==> src/rtl/pngz_pkg.sv <==
// ----------------------------------------------------------------------------
// pngz_pkg
// Shared types, constants and helpers for the PNG stored zlib stream encoder.
// ----------------------------------------------------------------------------
`default_nettype none

package pngz_pkg;

    localparam int RUN_LEN = 18;
    localparam int POS_W   = 5;

    // byte positions inside the run of bytes caused by one colour byte
    localparam logic [POS_W-1:0] POS_ZHDR0 = 5'd0;
    localparam logic [POS_W-1:0] POS_ZHDR1 = 5'd1;
    localparam logic [POS_W-1:0] POS_BLKA  = 5'd2;
    localparam logic [POS_W-1:0] POS_FILT  = 5'd7;
    localparam logic [POS_W-1:0] POS_BLKB  = 5'd8;
    localparam logic [POS_W-1:0] POS_DATA  = 5'd13;
    localparam logic [POS_W-1:0] POS_ADLER = 5'd14;
    localparam logic [POS_W-1:0] POS_END   = 5'd17;

    localparam logic [7:0]  ZLIB_CMF   = 8'h78;
    localparam logic [7:0]  ZLIB_FLG   = 8'h01;
    localparam logic [7:0]  FILTER_NONE = 8'h00;
    localparam logic [16:0] ADLER_MOD  = 17'd65521;

    localparam logic REG_IMAGE_WIDTH  = 1'b0;
    localparam logic REG_IMAGE_HEIGHT = 1'b1;

    typedef logic [RUN_LEN-1:0] run_mask_t;

    typedef struct packed {
        run_mask_t   mask;
        logic        fin_a;
        logic [15:0] len_a;
        logic        fin_b;
        logic [15:0] len_b;
        logic [7:0]  data;
        logic [15:0] adl_hi;
        logic [15:0] adl_lo;
    } run_t;

    typedef struct packed {
        logic [29:0] total_len;
        logic [15:0] row_len;
    } geom_t;

    function automatic logic [15:0] adler_add(input logic [15:0] a, input logic [15:0] b);
        logic [16:0] s;
        s = {1'b0, a} + {1'b0, b};
        if (s >= ADLER_MOD) begin
            s = s - ADLER_MOD;
        end
        return s[15:0];
    endfunction

    function automatic logic [POS_W-1:0] lowest_set(input run_mask_t m);
        logic [POS_W-1:0] p;
        p = '0;
        for (int i = RUN_LEN - 1; i >= 0; i--) begin
            if (m[i]) begin
                p = POS_W'(i);
            end
        end
        return p;
    endfunction

    function automatic run_mask_t above(input logic [POS_W-1:0] pos);
        run_mask_t a;
        for (int i = 0; i < RUN_LEN; i++) begin
            a[i] = (POS_W'(i) > pos);
        end
        return a;
    endfunction

    function automatic logic [7:0] run_byte(input run_t r, input logic [POS_W-1:0] pos);
        logic [7:0] b;
        case (pos)
            POS_ZHDR0:         b = ZLIB_CMF;
            POS_ZHDR1:         b = ZLIB_FLG;
            POS_BLKA:          b = {7'd0, r.fin_a};
            POS_BLKA + 5'd1:   b = r.len_a[7:0];
            POS_BLKA + 5'd2:   b = r.len_a[15:8];
            POS_BLKA + 5'd3:   b = ~r.len_a[7:0];
            POS_BLKA + 5'd4:   b = ~r.len_a[15:8];
            POS_FILT:          b = FILTER_NONE;
            POS_BLKB:          b = {7'd0, r.fin_b};
            POS_BLKB + 5'd1:   b = r.len_b[7:0];
            POS_BLKB + 5'd2:   b = r.len_b[15:8];
            POS_BLKB + 5'd3:   b = ~r.len_b[7:0];
            POS_BLKB + 5'd4:   b = ~r.len_b[15:8];
            POS_DATA:          b = r.data;
            POS_ADLER:         b = r.adl_hi[15:8];
            POS_ADLER + 5'd1:  b = r.adl_hi[7:0];
            POS_ADLER + 5'd2:  b = r.adl_lo[15:8];
            POS_ADLER + 5'd3:  b = r.adl_lo[7:0];
            default:           b = '0;
        endcase
        return b;
    endfunction

endpackage

`default_nettype wire

==> src/rtl/pngz_cfg.sv <==
// ----------------------------------------------------------------------------
// pngz_cfg
// APB register file for image size; derives row length and raw stream length.
// ----------------------------------------------------------------------------
`default_nettype none

module pngz_cfg import pngz_pkg::*; #(
    parameter int unsigned MAX_DIM = 16384
) (
    input  wire logic        aclk,
    input  wire logic        aresetn,
    input  wire logic        psel,
    input  wire logic        penable,
    input  wire logic        pwrite,
    input  wire logic [2:0]  paddr,
    input  wire logic [31:0] pwdata,
    output logic      [31:0] prdata,
    input  wire logic        busy,
    output geom_t            geom
);

    localparam logic [14:0] DIM_MAX = 15'(MAX_DIM);

    logic [14:0] width_reg, width_next;
    logic [14:0] height_reg, height_next;
    geom_t       geom_reg, geom_next;
    logic        wr;
    logic [14:0] wdim;
    logic [15:0] row_len;
    logic [15:0] row_len_p1;

    function automatic logic [14:0] clamp_dim(input logic [14:0] x);
        logic [14:0] y;
        y = x;
        if (y == 15'd0) begin
            y = 15'd1;
        end
        if (y > DIM_MAX) begin
            y = DIM_MAX;
        end
        return y;
    endfunction

    assign wr   = psel && penable && pwrite && !busy;
    assign wdim = clamp_dim(pwdata[14:0]);

    always_comb begin
        width_next  = width_reg;
        height_next = height_reg;
        if (wr && (paddr[2] == REG_IMAGE_WIDTH)) begin
            width_next = wdim;
        end
        if (wr && (paddr[2] == REG_IMAGE_HEIGHT)) begin
            height_next = wdim;
        end
        // three bytes per pixel, plus the filter byte per row
        row_len    = 16'({width_next, 1'b0}) + 16'(width_next);
        row_len_p1 = row_len + 16'd1;
        geom_next.row_len   = row_len;
        geom_next.total_len = 30'(height_next) * 30'(row_len_p1);
    end

    always_ff @(posedge aclk) begin
        if (!aresetn) begin
            width_reg          <= 15'd1;
            height_reg         <= 15'd1;
            geom_reg.row_len   <= 16'd3;
            geom_reg.total_len <= 30'd4;
        end else if (wr) begin
            width_reg  <= width_next;
            height_reg <= height_next;
            geom_reg   <= geom_next;
        end
    end

    always_comb begin
        case (paddr[2])
            REG_IMAGE_WIDTH:  prdata = {17'd0, width_reg};
            REG_IMAGE_HEIGHT: prdata = {17'd0, height_reg};
            default:          prdata = '0;
        endcase
    end

    assign geom = geom_reg;

endmodule

`default_nettype wire

==> src/rtl/pngz_frame.sv <==
// ----------------------------------------------------------------------------
// pngz_frame
// Stream state: framing, block headers and running Adler-32 per colour byte.
// ----------------------------------------------------------------------------
`default_nettype none

module pngz_frame import pngz_pkg::*; #(
    parameter int unsigned BLOCK_MAX = 65535
) (
    input  wire logic       aclk,
    input  wire logic       aresetn,
    input  wire logic       accept,
    input  wire logic [7:0] color_byte,
    input  wire geom_t      geom,
    output logic            started,
    output run_t            run
);

    localparam logic [16:0] BM17 = 17'(BLOCK_MAX);
    localparam logic [29:0] BM30 = 30'(BLOCK_MAX);

    logic        started_reg;
    logic [15:0] fill_reg, fill_next;
    logic [15:0] rbi_reg, rbi_next;
    logic [29:0] rem_reg, rem_next;
    logic [15:0] low_reg, low_next;
    logic [15:0] high_reg, high_next;

    logic [29:0] rem0, rem1, rem2;
    logic [15:0] fill0, fill1, fill2;
    logic [15:0] rbi0, rbi_inc;
    logic [15:0] low0, low2;
    logic [15:0] high0, high1, high2;
    logic        filt, blk_a, blk_b, done;

    function automatic logic [15:0] fill_inc(input logic [15:0] f);
        logic [16:0] n;
        n = {1'b0, f} + 17'd1;
        if (n >= BM17) begin
            n = '0;
        end
        return n[15:0];
    endfunction

    function automatic logic [29:0] rem_dec(input logic [29:0] r);
        return (r != 30'd0) ? r - 30'd1 : r;
    endfunction

    function automatic logic [15:0] blk_len(input logic [29:0] r);
        return (r < BM30) ? r[15:0] : BM30[15:0];
    endfunction

    always_comb begin
        rem0  = started_reg ? rem_reg  : geom.total_len;
        fill0 = started_reg ? fill_reg : 16'd0;
        rbi0  = started_reg ? rbi_reg  : 16'd0;
        low0  = started_reg ? low_reg  : 16'd1;
        high0 = started_reg ? high_reg : 16'd0;

        // filter byte at the start of every row
        filt  = (rbi0 == 16'd0);
        blk_a = filt && (fill0 == 16'd0);
        fill1 = filt ? fill_inc(fill0) : fill0;
        rem1  = filt ? rem_dec(rem0) : rem0;
        high1 = filt ? adler_add(high0, low0) : high0;

        blk_b = (fill1 == 16'd0);
        low2  = adler_add(low0, {8'd0, color_byte});
        high2 = adler_add(high1, low2);
        fill2 = fill_inc(fill1);
        rem2  = rem_dec(rem1);
        done  = (rem2 == 30'd0);

        rbi_inc = rbi0 + 16'd1;

        run.mask   = {{4{done}}, 1'b1, {5{blk_b}}, filt, {5{blk_a}},
                      !started_reg, !started_reg};
        run.fin_a  = (rem0 <= BM30);
        run.len_a  = blk_len(rem0);
        run.fin_b  = (rem1 <= BM30);
        run.len_b  = blk_len(rem1);
        run.data   = color_byte;
        run.adl_hi = high2;
        run.adl_lo = low2;

        if (done) begin
            fill_next = '0;
            rbi_next  = '0;
            rem_next  = '0;
            low_next  = 16'd1;
            high_next = '0;
        end else begin
            fill_next = fill2;
            rbi_next  = (rbi_inc >= geom.row_len) ? 16'd0 : rbi_inc;
            rem_next  = rem2;
            low_next  = low2;
            high_next = high2;
        end
    end

    always_ff @(posedge aclk) begin
        if (!aresetn) begin
            started_reg <= 1'b0;
            fill_reg    <= '0;
            rbi_reg     <= '0;
            rem_reg     <= '0;
            low_reg     <= 16'd1;
            high_reg    <= '0;
        end else if (accept) begin
            started_reg <= !done;
            fill_reg    <= fill_next;
            rbi_reg     <= rbi_next;
            rem_reg     <= rem_next;
            low_reg     <= low_next;
            high_reg    <= high_next;
        end
    end

    assign started = started_reg;

endmodule

`default_nettype wire

==> src/rtl/pngz_ser.sv <==
// ----------------------------------------------------------------------------
// pngz_ser
// Result register: holds one run and sends its bytes one per transaction.
// ----------------------------------------------------------------------------
`default_nettype none

module pngz_ser import pngz_pkg::*; (
    input  wire logic       aclk,
    input  wire logic       aresetn,
    input  wire logic       load,
    input  wire run_t       run_in,
    output logic            free,
    output logic            m_valid,
    input  wire logic       m_ready,
    output logic      [7:0] m_out_byte,
    output logic            m_last_of_run,
    output logic            m_stream_end
);

    logic             valid_reg;
    run_t             run_reg;
    logic [POS_W-1:0] pos_reg, pos_next;
    run_mask_t        rest;
    logic             last;
    logic             take;

    assign rest = run_reg.mask & above(pos_reg);
    assign last = (rest == '0);
    assign take = valid_reg && m_ready;
    assign free = !valid_reg || (m_ready && last);

    always_comb begin
        pos_next = pos_reg;
        if (load) begin
            pos_next = lowest_set(run_in.mask);
        end else if (take && !last) begin
            pos_next = lowest_set(rest);
        end
    end

    always_ff @(posedge aclk) begin
        if (!aresetn) begin
            valid_reg <= 1'b0;
        end else if (load) begin
            valid_reg <= 1'b1;
        end else if (take && last) begin
            valid_reg <= 1'b0;
        end
    end

    always_ff @(posedge aclk) begin
        if (load) begin
            run_reg <= run_in;
        end
        pos_reg <= pos_next;
    end

    assign m_valid       = valid_reg;
    assign m_out_byte    = run_byte(run_reg, pos_reg);
    assign m_last_of_run = last;
    assign m_stream_end  = (pos_reg == POS_END);

endmodule

`default_nettype wire

==> src/rtl/png_stored_zlib_stream_encoder.sv <==
// ----------------------------------------------------------------------------
// png_stored_zlib_stream_encoder
// Turns RGB colour bytes into a zlib stream of stored deflate blocks.
// ----------------------------------------------------------------------------
// Usage:
//   s_ channel takes one colour byte per transaction in raster order (R, G, B).
//   m_ channel gives the zlib stream one byte per transaction; m_last_of_run
//   marks the last byte caused by a colour byte, m_stream_end the last Adler
//   byte. Image size is set over APB (width at 0x0, height at 0x4) while idle.
//   The first byte of a run is on m_ in the cycle after its colour byte is
//   taken. A colour byte causes 1 to 18 output bytes (zlib header, filter
//   byte, block headers, Adler-32); the single result register sends one per
//   cycle while m_ready is high, and most pixel bytes cause only one byte.
//   A new colour byte is taken in the same cycle the last byte of the previous
//   run leaves. When m_ready is low the current byte holds and s_ready drops
//   until the run drains.
//   Reset clears the stream state and sets width and height to 1; the next
//   colour byte after a completed stream starts a new zlib stream.
// ----------------------------------------------------------------------------
`default_nettype none

module png_stored_zlib_stream_encoder import pngz_pkg::*; #(
    parameter int unsigned BLOCK_MAX = 65535,
    parameter int unsigned MAX_DIM   = 16384
) (
    input  wire logic        aclk,
    input  wire logic        aresetn,
    input  wire logic        s_valid,
    output logic             s_ready,
    input  wire logic [7:0]  s_color_byte,
    output logic             m_valid,
    input  wire logic        m_ready,
    output logic      [7:0]  m_out_byte,
    output logic             m_last_of_run,
    output logic             m_stream_end,
    input  wire logic        psel,
    input  wire logic        penable,
    input  wire logic        pwrite,
    input  wire logic [2:0]  paddr,
    input  wire logic [31:0] pwdata,
    output logic      [31:0] prdata,
    output logic             pready
);

    geom_t geom;
    run_t  run;
    logic  started;
    logic  accept;

    assign pready = 1'b1;
    assign accept = s_valid && s_ready;

    pngz_cfg #(
        .MAX_DIM (MAX_DIM)
    ) u_cfg (
        .aclk    (aclk),
        .aresetn (aresetn),
        .psel    (psel),
        .penable (penable),
        .pwrite  (pwrite),
        .paddr   (paddr),
        .pwdata  (pwdata),
        .prdata  (prdata),
        .busy    (started),
        .geom    (geom)
    );

    pngz_frame #(
        .BLOCK_MAX (BLOCK_MAX)
    ) u_frame (
        .aclk       (aclk),
        .aresetn    (aresetn),
        .accept     (accept),
        .color_byte (s_color_byte),
        .geom       (geom),
        .started    (started),
        .run        (run)
    );

    pngz_ser u_ser (
        .aclk          (aclk),
        .aresetn       (aresetn),
        .load          (accept),
        .run_in        (run),
        .free          (s_ready),
        .m_valid       (m_valid),
        .m_ready       (m_ready),
        .m_out_byte    (m_out_byte),
        .m_last_of_run (m_last_of_run),
        .m_stream_end  (m_stream_end)
    );

`ifndef ASSERT_OFF
    // a run in progress keeps the output busy until its last byte
    a_run_holds: assert property (@(posedge aclk) disable iff (!aresetn)
        (m_valid && !m_last_of_run) |=> m_valid)
        else $error("run dropped before its last byte");

    a_end_is_last: assert property (@(posedge aclk) disable iff (!aresetn)
        (m_valid && m_stream_end) |-> m_last_of_run)
        else $error("stream end not at end of run");

    // no new colour byte while earlier bytes remain
    a_no_overrun: assert property (@(posedge aclk) disable iff (!aresetn)
        s_ready |-> (!m_valid || (m_ready && m_last_of_run)))
        else $error("input taken while a run is pending");
`endif

endmodule

`default_nettype wire

==> config.mk <==
export PLATFORM = sky130hd
export DESIGN_NAME = png_stored_zlib_stream_encoder
export DESIGN_NICKNAME = d
export VERILOG_FILES = /design/src/rtl/pngz_pkg.sv /design/src/rtl/pngz_cfg.sv /design/src/rtl/pngz_frame.sv /design/src/rtl/pngz_ser.sv /design/src/rtl/png_stored_zlib_stream_encoder.sv
export SDC_FILE = /design/constraint.sdc
export NUM_CORES = 2
export LEC_CHECK = 0
export BUFFER_PORTS_ARGS = -buffer_cell sky130_fd_sc_hd__buf_2
export CORE_MARGIN = 3
export CORE_UTILIZATION = 35
export DETAILED_ROUTE_END_ITERATION = 10
export HOLD_SLACK_MARGIN = 0.06
export PLACE_DENSITY_LB_ADDON = 0.05
export SYNTH_ARGS = -nofsm -noshare
export SYNTH_HDL_FRONTEND = slang
export SYNTH_HIERARCHICAL = 1
export SYNTH_SLANG_ARGS = --single-unit
export TNS_END_PERCENT = 50
==> constraint.sdc <==
create_clock -name aclk -period 11 [get_ports aclk]
set_input_delay 1.65 -clock aclk [delete_from_list [all_inputs] [get_ports aclk]]
set_output_delay 1.65 -clock aclk [all_outputs]
set_load 0.005 [all_outputs]
==> impl_metrics.env <==
export IMPL_outcome="completed"
export IMPL_area_growth_pct=11.87
export IMPL_grt_max_degree=85
export IMPL_max_freq_ghz=0.09599
export IMPL_holdPathEnd="u_frame/low_reg[0]"
export IMPL_crit_required_ps=11450
export IMPL_numPortBuffers=57
export IMPL_combPwrFrac_pct=27.7
export IMPL_synthArstFlopShare_pct=0
export IMPL_cts_tree="built"
export IMPL_fin_crit_ps=10420
export IMPL_wl_mm=91.21
export IMPL_die_h_um=289.2
export IMPL_drt_wirelength_per_cell_um=20.18
export IMPL_reg2reg_to="u_cfg/geom[44]"
export IMPL_hold_buffers=0
export IMPL_synth_area_mm2=0.02808
export IMPL_p_int_w=0.002224
export IMPL_hold_viol_final=0
export IMPL_place_congestion=0.9175
export IMPL_finalSetupViolCount=0
export IMPL_fp_dieW_um=289.2
export IMPL_cts_htree_levels=2
export IMPL_fp_row_count=103
export IMPL_cpPeakStageDelay_ps=540
export IMPL_maxCapViolations=0
export IMPL_p_seq_share_pct=34.6
export IMPL_critical_path_class="in -> reg"
export IMPL_io_pins=95
export IMPL_final_cell_mix="nand2_1, inv_1, nor2_1"
export IMPL_relSlewSlack_pct=24.28
export IMPL_synth_area_per_cell_um2=8.429
export IMPL_reg2reg_from="u_frame/started"
export IMPL_cp_arrival_ps=10870
export IMPL_multi_input_area_mm2=0.01976
export IMPL_num_vias=24240
export IMPL_rsz0062_at_grt="false"
export IMPL_period_share_pct=94.70
export IMPL_cpMostUsedCell="fa_1"
export IMPL_cts_setup_buffers=0
export IMPL_cp_num_buf_inv=9
export IMPL_fin_nets=3846
export IMPL_path_max_fanout=5
export IMPL_drt_pass1_iter_count=5
export IMPL_grt_pass1_wl_mm=140.7
export IMPL_drc=0
export IMPL_start_util_pct=35.43
export IMPL_synth_top_flop_cell="dfxtp_1"
export IMPL_startpoint_type="input port"
export IMPL_grt_overflow_total=0
export IMPL_worst_slack_ps=582.5
export IMPL_power_density_mw_per_mm2=108.3
export IMPL_largest_reg_flops=91
export IMPL_synth_edf_count=96
export IMPL_cts_buffers=39
export IMPL_synth_largest_area_cell="fa_1"
export IMPL_drv_slew=0
export IMPL_cts_root_buf="clkbuf_16"
export IMPL_layout_commonest_cell="nand2_1"
export IMPL_tightest_slew_ps=1136
export IMPL_ir_drop_uv=106.8
export IMPL_cts_sinks=267
export IMPL_holdCritStartpoint="u_frame/low_reg[0]"
export IMPL_cts_buffer_depth=3
export IMPL_post_dp_hpwl_mm=72.54
export IMPL_clock_latency_ps=580
export IMPL_seq_area_frac_synth_pct=22.46
export IMPL_syn_instance_count=3331
export IMPL_end_kind="register"
export IMPL_grtUsageTotal_pct=21.54
export IMPL_drt_iter0_markers=1533
export IMPL_yosysTopAreaCellShare_pct=13.05
export IMPL_finalSetupTns_ps=0
export IMPL_power_frac_clock_pct=37.7
export IMPL_cts_clk_slew_worst_paths_ps=60
export IMPL_netlist_cell_type_count=127
export IMPL_r2r_cells=40
export IMPL_core_mm2=0.07926
export IMPL_p_leak_nw=13.19
export IMPL_fill_cells=8109
export IMPL_place_ws_ps=-265.5
export IMPL_p_switching_w=0.001176
export IMPL_ys_ff_latch=267
export IMPL_p_sw_share_pct=34.59
export IMPL_ff2ff_setup_slack_ps=1230
export IMPL_cpLargestDelayFamily="adder cells"
export IMPL_viasPerCell=5.364
export IMPL_final_seq_area_mm2=0.006310
export IMPL_ys_warn_count=6
export IMPL_drive_gt1_share_pct=11.80
export IMPL_grt_pass1_vias=24100
export IMPL_die_area_mm2=0.08365
export IMPL_whs_ps=459.0
export IMPL_min_path_type="reg -> reg"
export IMPL_antenna_found_initial=0
export IMPL_cp_slowest_cell="fa_1"
export IMPL_ant_nets=0
export IMPL_skew_ps=33.17
export IMPL_holdPathStages=2
export IMPL_synthTopCellsByArea="fa_1, dfxtp_1, edfxtp_1"
cell usage after synthesis, drive strengths merged (25+ instances only):
| cell type | n |
|---|---|
| a21o | 35 |
| xor2 | 90 |
| a211oi | 29 |
| a21oi | 103 |
| nand4 | 38 |
| fa | 183 |
| or3 | 27 |
| nand2 | 452 |
| nand3 | 91 |
| xnor2 | 140 |
| nor2b | 30 |
| nor3 | 74 |
| nand2b | 34 |
| ha | 174 |
| a22o | 52 |
| o21ai | 139 |
| dfxtp | 171 |
| nor2 | 256 |
| buf | 90 |
| and3 | 25 |
| nor4 | 40 |
| inv | 296 |
| mux2i | 41 |
| and2 | 114 |
| edfxtp | 96 |
| clkbuf | 94 |
worst min-delay path: stages, from the launching register on:
cell and delay, ps:
dfxtp_1 300, inv_1 60, a2bb2oi_1 50
final cells by class:
cell class | instances | share of cell area (%)
sequential | 267 | 20.09
timing repair buffer | 235 | 5.202
antenna | 2 | 0.01593
inverter | 296 | 3.537
clock buffer | 49 | 3.354
tap | 1050 | 4.183
multi-input combinational | 2600 | 62.90
clock inverter | 20 | 0.7210
repair_timing:
item,in CTS,in global routing
endpoints found under the hold margin,0,0
setup endpoints to repair,0,6
resized for setup,0,5
worst max path at each step:
stage	to	from	cells after the start
6_report	u_cfg/geom[45]	pwdata[2]	40
3_5_place_dp	u_cfg/geom[45]	pwdata[2]	41
4_1_cts	u_cfg/geom[45]	pwdata[2]	41
3_3_place_gp	u_cfg/geom[45]	pwdata[2]	40
2_1_floorplan	u_cfg/geom[38]	paddr[2]	38
5_1_grt	u_cfg/geom[44]	pwdata[2]	43
stage by stage:
step | util [%] | cell area, um2 | power, W | std cells
floorplan | - | 28140 | 0.001839 | 3347
global placement | 37.99 | 30110 | 0.002126 | 4448
detailed placement | 37.99 | 30110 | 0.002133 | 4448
finish | 39.63 | 31410 | 0.003400 | 4519
global route | 39.62 | 31410 | 0.003578 | 4517
CTS | 39.60 | 31390 | 0.003439 | 4517
power by group through the flow:
stage               Clock [W]  Sequential [W]  Combinational [W]
global placement            0         0.00120           0.000930
finish                0.00128         0.00118           0.000942
global route          0.00136         0.00119            0.00103
detailed placement          0         0.00120           0.000936
CTS                   0.00132         0.00118           0.000939
floorplan                   0         0.00117           0.000674
metal layers:
layer / vias to the layer above / global-route usage [%] / part of all wire [%]
li1: 11750 / - / -
met1: 11770 / 27.63 / 44
met2: 577 / 37.40 / 48
met3: 152 / 2.297 / 3.8
met4: 0 / 7.787 / 3.8
met5: - / 0 / 0
cells by family after synthesis:
| logic type | synth area share [%] |
|---|---|
| DFF | 22.46 |
| buffers and inverters | 7.558 |
| adders and majority gates | 20.98 |
| muxes | 2.438 |
| xor gates and xnor gates | 7.201 |
| other | 0.04010 |
| AOI/OAI and AO/OA | 16.61 |
| and+or+nand+nor | 22.71 |
Power figures use the tool's default switching activity.
